<file path="config.mk">
export PLATFORM = sky130hd
export DESIGN_NAME = at_response_line_matcher_core
export DESIGN_NICKNAME = d
export VERILOG_FILES = /design/src/rtl/atrlm_pkg.sv /design/src/rtl/atrlm_in_stage.sv /design/src/rtl/atrlm_line_match.sv /design/src/rtl/atrlm_out_stage.sv /design/src/rtl/at_response_line_matcher_core.sv
export VERILOG_INCLUDE_DIRS = /design/src /design/src/rtl
export SDC_FILE = /design/constraint.sdc
export NUM_CORES = 1
export LEC_CHECK = 0
export ABC_AREA = 1
export BUFFER_PORTS_ARGS = -buffer_cell sky130_fd_sc_hd__buf_2
export CORE_MARGIN = 2
export CORE_UTILIZATION = 50
export DETAILED_ROUTE_END_ITERATION = 7
export PLACE_DENSITY = 0.69
export SYNTH_ARGS = -nofsm -noshare
export SYNTH_HDL_FRONTEND = slang
export SYNTH_HIERARCHICAL = 1
export SYNTH_SLANG_ARGS = --single-unit
</file>
<file path="constraint.sdc">
create_clock -name clk -period 3.6 [get_ports clk]
set_input_delay 0.72 -clock clk [delete_from_list [all_inputs] [get_ports clk]]
set_output_delay 0.72 -clock clk [all_outputs]
set_load 0.1 [all_outputs]
</file>
<file path="src/rtl/at_response_line_matcher_core_assert.svh">
// Assertion macros for the AT response line matcher core.
// Used by the modules that carry concurrent checks; they expect clk and rst_n in scope.
`ifndef AT_RESPONSE_LINE_MATCHER_CORE_ASSERT_SVH
`define AT_RESPONSE_LINE_MATCHER_CORE_ASSERT_SVH

`ifndef SYNTHESIS
// Expression must hold at every clock edge outside reset.
`define ATRLM_ASSERT_ALWAYS(label, expr) \
    label: assert property (@(posedge clk) disable iff (!rst_n) (expr)) \
        else $error("atrlm: invariant violated");
// Consequent must hold in the cycle after the antecedent.
`define ATRLM_ASSERT_NEXT(label, ante, cons) \
    label: assert property (@(posedge clk) disable iff (!rst_n) (ante) |=> (cons)) \
        else $error("atrlm: next-cycle check failed");
`else
`define ATRLM_ASSERT_ALWAYS(label, expr)
`define ATRLM_ASSERT_NEXT(label, ante, cons)
`endif

`endif

</file>
<file path="src/rtl/atrlm_pkg.sv">
// Shared types, constants and pattern tables for the AT response line matcher.
// No dependencies; the other files, the assertion header apart, refer to this package by scoped names.
`timescale 1ns / 1ps

package atrlm_pkg;

    // Default receive buffer size in bytes.
    localparam int BUFFER_BYTES_DEFAULT = 1024;

    // Pattern table geometry.
    localparam int PAT_COUNT = 4;
    localparam int PAT_SLOTS = 16;

    // Line length saturates here; no pattern is that long.
    localparam logic [3:0] LINE_SAT = 4'hF;

    localparam logic [7:0] NEWLINE = 8'h0A;
    localparam logic [7:0] CR      = 8'h0D;

    // Kind of an input word.
    typedef enum logic {
        KIND_BYTE  = 1'b0,
        KIND_REARM = 1'b1
    } kind_t;

    // Acknowledgement codes.
    typedef enum logic [1:0] {
        ACK_OK    = 2'd0,
        ACK_ERROR = 2'd1,
        ACK_BUSY  = 2'd2,
        ACK_READY = 2'd3
    } ack_code_t;

    // Acknowledgement texts, CR LF included, padded with zeros.
    localparam logic [7:0] PAT_TEXT [PAT_COUNT][PAT_SLOTS] = '{
        '{"O", "K", CR, NEWLINE, 8'h00, 8'h00, 8'h00, 8'h00,
          8'h00, 8'h00, 8'h00, 8'h00, 8'h00, 8'h00, 8'h00, 8'h00},
        '{"E", "R", "R", "O", "R", CR, NEWLINE, 8'h00,
          8'h00, 8'h00, 8'h00, 8'h00, 8'h00, 8'h00, 8'h00, 8'h00},
        '{"b", "u", "s", "y", " ", "p", ".", ".",
          ".", CR, NEWLINE, 8'h00, 8'h00, 8'h00, 8'h00, 8'h00},
        '{"r", "e", "a", "d", "y", CR, NEWLINE, 8'h00,
          8'h00, 8'h00, 8'h00, 8'h00, 8'h00, 8'h00, 8'h00, 8'h00}
    };

    // Length of each acknowledgement text.
    localparam logic [3:0] PAT_LEN [PAT_COUNT] = '{4'd4, 4'd7, 4'd11, 4'd7};

    // One input word as held in the input register.
    typedef struct packed {
        kind_t      kind;
        logic [7:0] rx_byte;
    } item_t;

    // Result of one word, passed to the output register.
    typedef struct packed {
        logic      valid;
        ack_code_t code;
    } result_t;

endpackage

</file>
<file path="src/rtl/atrlm_in_stage.sv">
// Input register of the AT response line matcher: holds one accepted word.
// Depends on atrlm_pkg for the item type.
`timescale 1ns / 1ps

module atrlm_in_stage (
    input  logic            clk,
    input  logic            rst_n,
    input  logic            in_valid,
    output logic            in_ready,
    input  logic            kind,
    input  logic [7:0]      rx_byte,
    input  logic            take,
    output logic            item_valid,
    output atrlm_pkg::item_t item
);

    logic             item_valid_reg;
    logic             item_valid_next;
    atrlm_pkg::item_t item_reg;
    logic             load;

    // The register frees up when its word is taken by the match stage.
    assign in_ready = !item_valid_reg || take;
    assign load     = in_valid && in_ready;

    always_comb
    begin
        if (load)
        begin
            item_valid_next = 1'b1;
        end
        else if (take)
        begin
            item_valid_next = 1'b0;
        end
        else
        begin
            item_valid_next = item_valid_reg;
        end
    end

    // Control bit is reset; the payload is only loaded.
    always_ff @(posedge clk or negedge rst_n)
    begin
        if (!rst_n)
        begin
            item_valid_reg <= 1'b0;
        end
        else
        begin
            item_valid_reg <= item_valid_next;
        end
    end

    always_ff @(posedge clk)
    begin
        if (load)
        begin
            item_reg.kind    <= atrlm_pkg::kind_t'(kind);
            item_reg.rx_byte <= rx_byte;
        end
    end

    assign item_valid = item_valid_reg;
    assign item       = item_reg;

endmodule

</file>
<file path="src/rtl/atrlm_line_match.sv">
// Line state and parallel pattern compare of the AT response line matcher.
// Depends on atrlm_pkg and the assertion macros in at_response_line_matcher_core_assert.svh.
`timescale 1ns / 1ps
`include "at_response_line_matcher_core_assert.svh"

module atrlm_line_match #(
    parameter int BUFFER_BYTES = atrlm_pkg::BUFFER_BYTES_DEFAULT
) (
    input  logic               clk,
    input  logic               rst_n,
    input  logic               item_valid,
    input  atrlm_pkg::item_t   item,
    input  logic               res_ready,
    output logic               take,
    output atrlm_pkg::result_t res
);

    localparam int              FILL_W     = $clog2(BUFFER_BYTES);
    localparam logic [FILL_W-1:0] FILL_LIMIT = FILL_W'(BUFFER_BYTES - 1);

    logic [FILL_W-1:0] fill_count_reg;
    logic [FILL_W-1:0] fill_count_next;
    logic [3:0]        line_length_reg;
    logic [3:0]        line_length_next;
    logic [3:0]        match_flags_reg;
    logic [3:0]        match_flags_next;

    logic [3:0] hit;
    logic [3:0] end_hit;
    logic       is_rearm;
    logic       is_full;
    logic       is_nl;
    logic       byte_taken;

    // A word moves on whenever the output register has room.
    assign take       = item_valid && res_ready;
    assign is_rearm   = (item.kind == atrlm_pkg::KIND_REARM);
    assign is_full    = (fill_count_reg >= FILL_LIMIT);
    assign is_nl      = (item.rx_byte == atrlm_pkg::NEWLINE);
    assign byte_taken = take && !is_rearm && !is_full;

    // Compare the byte against the next character of every pattern at once.
    always_comb
    begin
        for (int i = 0; i < atrlm_pkg::PAT_COUNT; i++)
        begin
            hit[i] = match_flags_reg[i]
                     && (line_length_reg < atrlm_pkg::PAT_LEN[i])
                     && (atrlm_pkg::PAT_TEXT[i][line_length_reg] == item.rx_byte);
            end_hit[i] = hit[i]
                         && (({1'b0, line_length_reg} + 5'd1)
                             == {1'b0, atrlm_pkg::PAT_LEN[i]});
        end
    end

    // Result: the first pattern completed by a newline.
    always_comb
    begin
        res.valid = byte_taken && is_nl && (|end_hit);
        if (end_hit[0])
        begin
            res.code = atrlm_pkg::ACK_OK;
        end
        else if (end_hit[1])
        begin
            res.code = atrlm_pkg::ACK_ERROR;
        end
        else if (end_hit[2])
        begin
            res.code = atrlm_pkg::ACK_BUSY;
        end
        else
        begin
            res.code = atrlm_pkg::ACK_READY;
        end
    end

    // Next line state: rearm resets everything, a newline starts a new line; a full buffer drops bytes.
    always_comb
    begin
        fill_count_next  = fill_count_reg;
        line_length_next = line_length_reg;
        match_flags_next = match_flags_reg;
        if (take && is_rearm)
        begin
            fill_count_next  = '0;
            line_length_next = '0;
            match_flags_next = '1;
        end
        else if (byte_taken)
        begin
            fill_count_next = fill_count_reg + FILL_W'(1);
            if (is_nl)
            begin
                line_length_next = '0;
                match_flags_next = '1;
            end
            else
            begin
                match_flags_next = hit;
                if (line_length_reg < atrlm_pkg::LINE_SAT)
                begin
                    line_length_next = line_length_reg + 4'd1;
                end
            end
        end
    end

    always_ff @(posedge clk or negedge rst_n)
    begin
        if (!rst_n)
        begin
            fill_count_reg  <= '0;
            line_length_reg <= '0;
            match_flags_reg <= '1;
        end
        else
        begin
            fill_count_reg  <= fill_count_next;
            line_length_reg <= line_length_next;
            match_flags_reg <= match_flags_next;
        end
    end

    // Checks on the line state.
    `ATRLM_ASSERT_ALWAYS(a_fill_in_range, fill_count_reg <= FILL_LIMIT)
    `ATRLM_ASSERT_ALWAYS(a_single_end_hit, !byte_taken || !is_nl || $onehot0(end_hit))
    `ATRLM_ASSERT_ALWAYS(a_result_on_newline, !res.valid || (take && is_nl))
    `ATRLM_ASSERT_NEXT(a_rearm_clears, take && is_rearm,
                       fill_count_reg == '0 && line_length_reg == '0 && match_flags_reg == '1)
    `ATRLM_ASSERT_NEXT(a_newline_restarts, byte_taken && is_nl,
                       line_length_reg == '0 && match_flags_reg == '1)

endmodule

</file>
<file path="src/rtl/atrlm_out_stage.sv">
// Output register of the AT response line matcher: holds one acknowledgement word.
// Depends on atrlm_pkg for the result type.
`timescale 1ns / 1ps

module atrlm_out_stage (
    input  logic               clk,
    input  logic               rst_n,
    input  atrlm_pkg::result_t res,
    output logic               res_ready,
    output logic               out_valid,
    input  logic               out_ready,
    output logic [1:0]         ack_code
);

    logic                 out_valid_reg;
    logic                 out_valid_next;
    atrlm_pkg::ack_code_t ack_code_reg;

    // Room for a new word when empty or when the held word leaves now.
    assign res_ready = !out_valid_reg || out_ready;

    always_comb
    begin
        if (res.valid)
        begin
            out_valid_next = 1'b1;
        end
        else if (out_ready)
        begin
            out_valid_next = 1'b0;
        end
        else
        begin
            out_valid_next = out_valid_reg;
        end
    end

    always_ff @(posedge clk or negedge rst_n)
    begin
        if (!rst_n)
        begin
            out_valid_reg <= 1'b0;
        end
        else
        begin
            out_valid_reg <= out_valid_next;
        end
    end

    always_ff @(posedge clk)
    begin
        if (res.valid)
        begin
            ack_code_reg <= res.code;
        end
    end

    assign out_valid = out_valid_reg;
    assign ack_code  = ack_code_reg;

endmodule

</file>
<file path="src/rtl/at_response_line_matcher_core.sv">
// Top level of the AT response line matcher: input register, line match, output register.
// Depends on atrlm_pkg, atrlm_in_stage, atrlm_line_match and atrlm_out_stage.
//
//   Channel | Handshake            | Fields
//   --------+----------------------+------------------------------
//   input   | in_valid / in_ready  | kind (1b), rx_byte (8b)
//   output  | out_valid / out_ready| ack_code (2b)
//
// One word is accepted per cycle while the output has room; a line acknowledgement
// passes from the input register through the pattern compare into the output register.
// The rate is set by the combinational pattern compare and the line state update.
// Reset clears the valid bits, the fill count and the line length, and sets the match flags.
// A held output word stalls the match stage; the input register then holds one
// word and in_ready drops until the output drains.
`timescale 1ns / 1ps

module at_response_line_matcher_core #(
    parameter int BUFFER_BYTES = atrlm_pkg::BUFFER_BYTES_DEFAULT
) (
    input  logic       clk,
    input  logic       rst_n,
    input  logic       in_valid,
    output logic       in_ready,
    input  logic       kind,
    input  logic [7:0] rx_byte,
    output logic       out_valid,
    input  logic       out_ready,
    output logic [1:0] ack_code
);

    logic               item_valid;
    atrlm_pkg::item_t   item;
    logic               take;
    logic               res_ready;
    atrlm_pkg::result_t res;

    // Input register.
    atrlm_in_stage u_in_stage (
        .clk        (clk),
        .rst_n      (rst_n),
        .in_valid   (in_valid),
        .in_ready   (in_ready),
        .kind       (kind),
        .rx_byte    (rx_byte),
        .take       (take),
        .item_valid (item_valid),
        .item       (item)
    );

    // Line state and pattern compare.
    atrlm_line_match #(
        .BUFFER_BYTES (BUFFER_BYTES)
    ) u_line_match (
        .clk        (clk),
        .rst_n      (rst_n),
        .item_valid (item_valid),
        .item       (item),
        .res_ready  (res_ready),
        .take       (take),
        .res        (res)
    );

    // Output register.
    atrlm_out_stage u_out_stage (
        .clk       (clk),
        .rst_n     (rst_n),
        .res       (res),
        .res_ready (res_ready),
        .out_valid (out_valid),
        .out_ready (out_ready),
        .ack_code  (ack_code)
    );

endmodule

</file>
==> results.json <==
{
  "nets": 341,
  "gp_congestion": 0.943,
  "antenna_found_initial": 0,
  "grt_usage_pct": 21.3,
  "clk_pin_slew_ps": 70,
  "vias": 1983,
  "place_area_sq_um": 2360,
  "antenna_cells": 0,
  "endpoint_kind": "register",
  "die_x_um": 71.4,
  "synth_seq_area_share_pct": 36.8,
  "grt_pass1_vias": 1856,
  "grt_pass1_wl_um": 8550,
  "core-area_sq_um": 4350,
  "worstPathArrival_ps": 2520,
  "hold_path.class": "in2async",
  "clock_sinks": 31,
  "stdcell_area_sq_um": 2470,
  "syn_nets": 324,
  "synth_top_area_share_pct": 17.6,
  "dp_hpwl_um": 3830,
  "max_slew.worst_pin.slew_ps": 745,
  "area_growth_pct": 8.82,
  "dieArea_sq_um": 5100,
  "cp_max_fo": 11,
  "clock_path_buffers": 2,
  "drive_gt1_share_pct": 15.1,
  "run_status": "finished clean",
  "tns_ps": 0,
  "power_density_nw_per_um2": 620,
  "finalHoldViolations": 0,
  "numCtsBuffers": 5,
  "holdBufCountCts": 0,
  "avgSynthCellArea_sq_um": 7.57,
  "yosys_warnings": 6,
  "largest_register_ffs": 10,
  "synth_edf_count": 11,
  "synth_cell_type_count": 38,
  "syn_inst": 300,
  "finalCriticalPeriod_ps": 2540,
  "async_flop_share_pct": 64.5,
  "tritoncts": "built",
  "critical_path_class": "reg2reg",
  "drt-total-wl_um": 4900,
  "rows": 24,
  "htree_num_levels": 2,
  "grt_start_max_net_pins": 22,
  "final_util_pct": 56.8,
  "insertion_delay_ps": 280,
  "drt_iter0_markers": 128,
  "fmax_ghz": 0.393,
  "dieHeight_um": 71.4,
  "io_buffers": 16,
  "cp-start-kind": "register",
  "drtPass1Iterations": 5,
  "slew_headroom_pct": 50.3,
  "boundaryPins": 17,
  "initial_utilization_pct": 52.2,
  "overflow": 0,
  "synth_area_sq_um": 2270,
  "max-vdd-ir-drop_uv": 551,
  "postRouteAntennaNets": 0,
  "drc": 0,
  "ys_ff_latch": 31,
  "rsz0062_at_grt": "false",
  "setup_viol": 0,
  "synth_top_flop_cell": "dfrtp_1",
  "finClkSkew_ps": 8.02,
  "synthTopCellsByCount": "nand2_1 (64), inv_1 (44), nor2_1 (33)",
  "critPathRequiredTime_ps": 3570,
  "synth_most_common_cell": "nand2_1",
  "wire_per_inst_um": 13.2,
  "timing.final.crit_share_pct": 70.7,
  "leakage_nw": 1.20,
  "synth_area_leaders": "dfrtp_1 (18%), edfxtp_1 (15%), nand2_1 (11%)",
  "postCtsSetupRepairBufs": 0,
  "cts_root_buffer": "clkbuf_8",
  "slew_violations": 0,
  "cts_resized": 0,
  "maxCapViolCount": 0,
  "yosysTopAreaCell": "dfrtp_1",
  "viasPerCell": 5.36
}
-- cells by family (layout without fill, tap and decap cells) --
| kind of cell | after synthesis | count (layout) | share of synthesized area (%) |
|---|---|---|---|
| and+or+nand+nor | 161 | 161 | 33.6 |
| buffers and inverters | 54 | 72 | 10.6 |
| AOI/OAI and AO/OA | 32 | 32 | 8.43 |
| DFF | 31 | 31 | 36.8 |
| adders and majority gates | 11 | 11 | 6.06 |
| xor gates and xnor gates | 11 | 11 | 4.57 |
-- worst paths after layout --
path	endpoint	slack [ps]	depth (start not counted)	startpoint
worst max-delay path	u_out_stage/ack_code[0]$_DFFE_PP_	1060	12	u_line_match/line_length_reg[1]$_DFFE_PN0P_
worst min register to register	u_line_match/match_flags_reg[1]$_DFFE_PN1P_	510	2	u_line_match/match_flags_reg[1]$_DFFE_PN1P_
worst max register to register	u_out_stage/ack_code[0]$_DFFE_PP_	1060	12	u_line_match/line_length_reg[1]$_DFFE_PN0P_
min in group clk	u_line_match/match_flags_reg[1]$_DFFE_PN1P_	510	2	u_line_match/match_flags_reg[1]$_DFFE_PN1P_
max in group asynchronous	u_line_match/match_flags_reg[2]$_DFFE_PN1P_	2870	1	rst_n
worst min-delay path	u_out_stage/out_valid$_DFFE_PN0P_	380	1	rst_n
-- layer usage --
metal / wire [um] / vias up / part of all wire [%] / global-route usage, %
li1: - / 1011 / - / -
met1: 2330 / 890 / 48 / 32.7
met2: 2140 / 72 / 44 / 32.0
met3: 371 / 10 / 7.6 / 3.38
met4: 62 / 0 / 1.3 / 4.40
met5: 0 / - / 0 / 0
-- per-stage QoR --
step	setup slack, ps	std cells	power [mW]	hold slack (ps)
after floorplan	1040	300	1.08	424
after global placement	1080	362	1.19	494
after detailed placement	1080	362	1.21	502
after CTS	1070	370	1.53	402
after global routing	752	370	1.68	423
final	1060	370	1.53	382
-- critical path: stages (launching register included) --
cell and delay [ps]:
dfrtp_1 550, inv_1 210, ha_1 410, inv_1 80, nand2_1 70, nand3_1 130
nand2_1 100, nand4_1 90, nor2_1 170, nand3_1 110, nand2_1 90, nor2_1 50
nor2_1 180
-- power by group --
group	total [mW]	internal (mW)	switching, mW
Combinational	0.716	0.249	0.467
Sequential	0.493	0.411	0.0821
Clock	0.323	0.196	0.127
-- cell type report --
| type | count | area [sq um] |
|---|---|---|
| fillers | 406 | 1880 |
| well taps | 52 | 65.1 |
| repair buffers | 16 | 80.1 |
| clock buffers | 7 | 108 |
| inverters | 48 | 183 |
| multi-input cells | 215 | 1190 |
| flip-flops and latches | 31 | 836 |
| clock inverters | 1 | 5.00 |
-- placed cells by master (no fill, tap or decap), drive strengths merged --
master / instances
nand2: 71
inv: 48
nor2: 36
nand3: 30
buf: 16
dfrtp: 16
o21ai: 14
edfxtp: 11
ha: 11
xor2: 11
nor3: 10
nand4: 9
a21oi: 7
clkbuf: 7
dfstp: 4
o22ai: 3
and3: 2
o2111ai: 2
a22oi: 2
o31ai: 2
clkinv: 1
o211ai: 1
or2: 1
and2: 1
o41ai: 1
nor4: 1
Note: power is estimated with default switching activity, not from simulation.
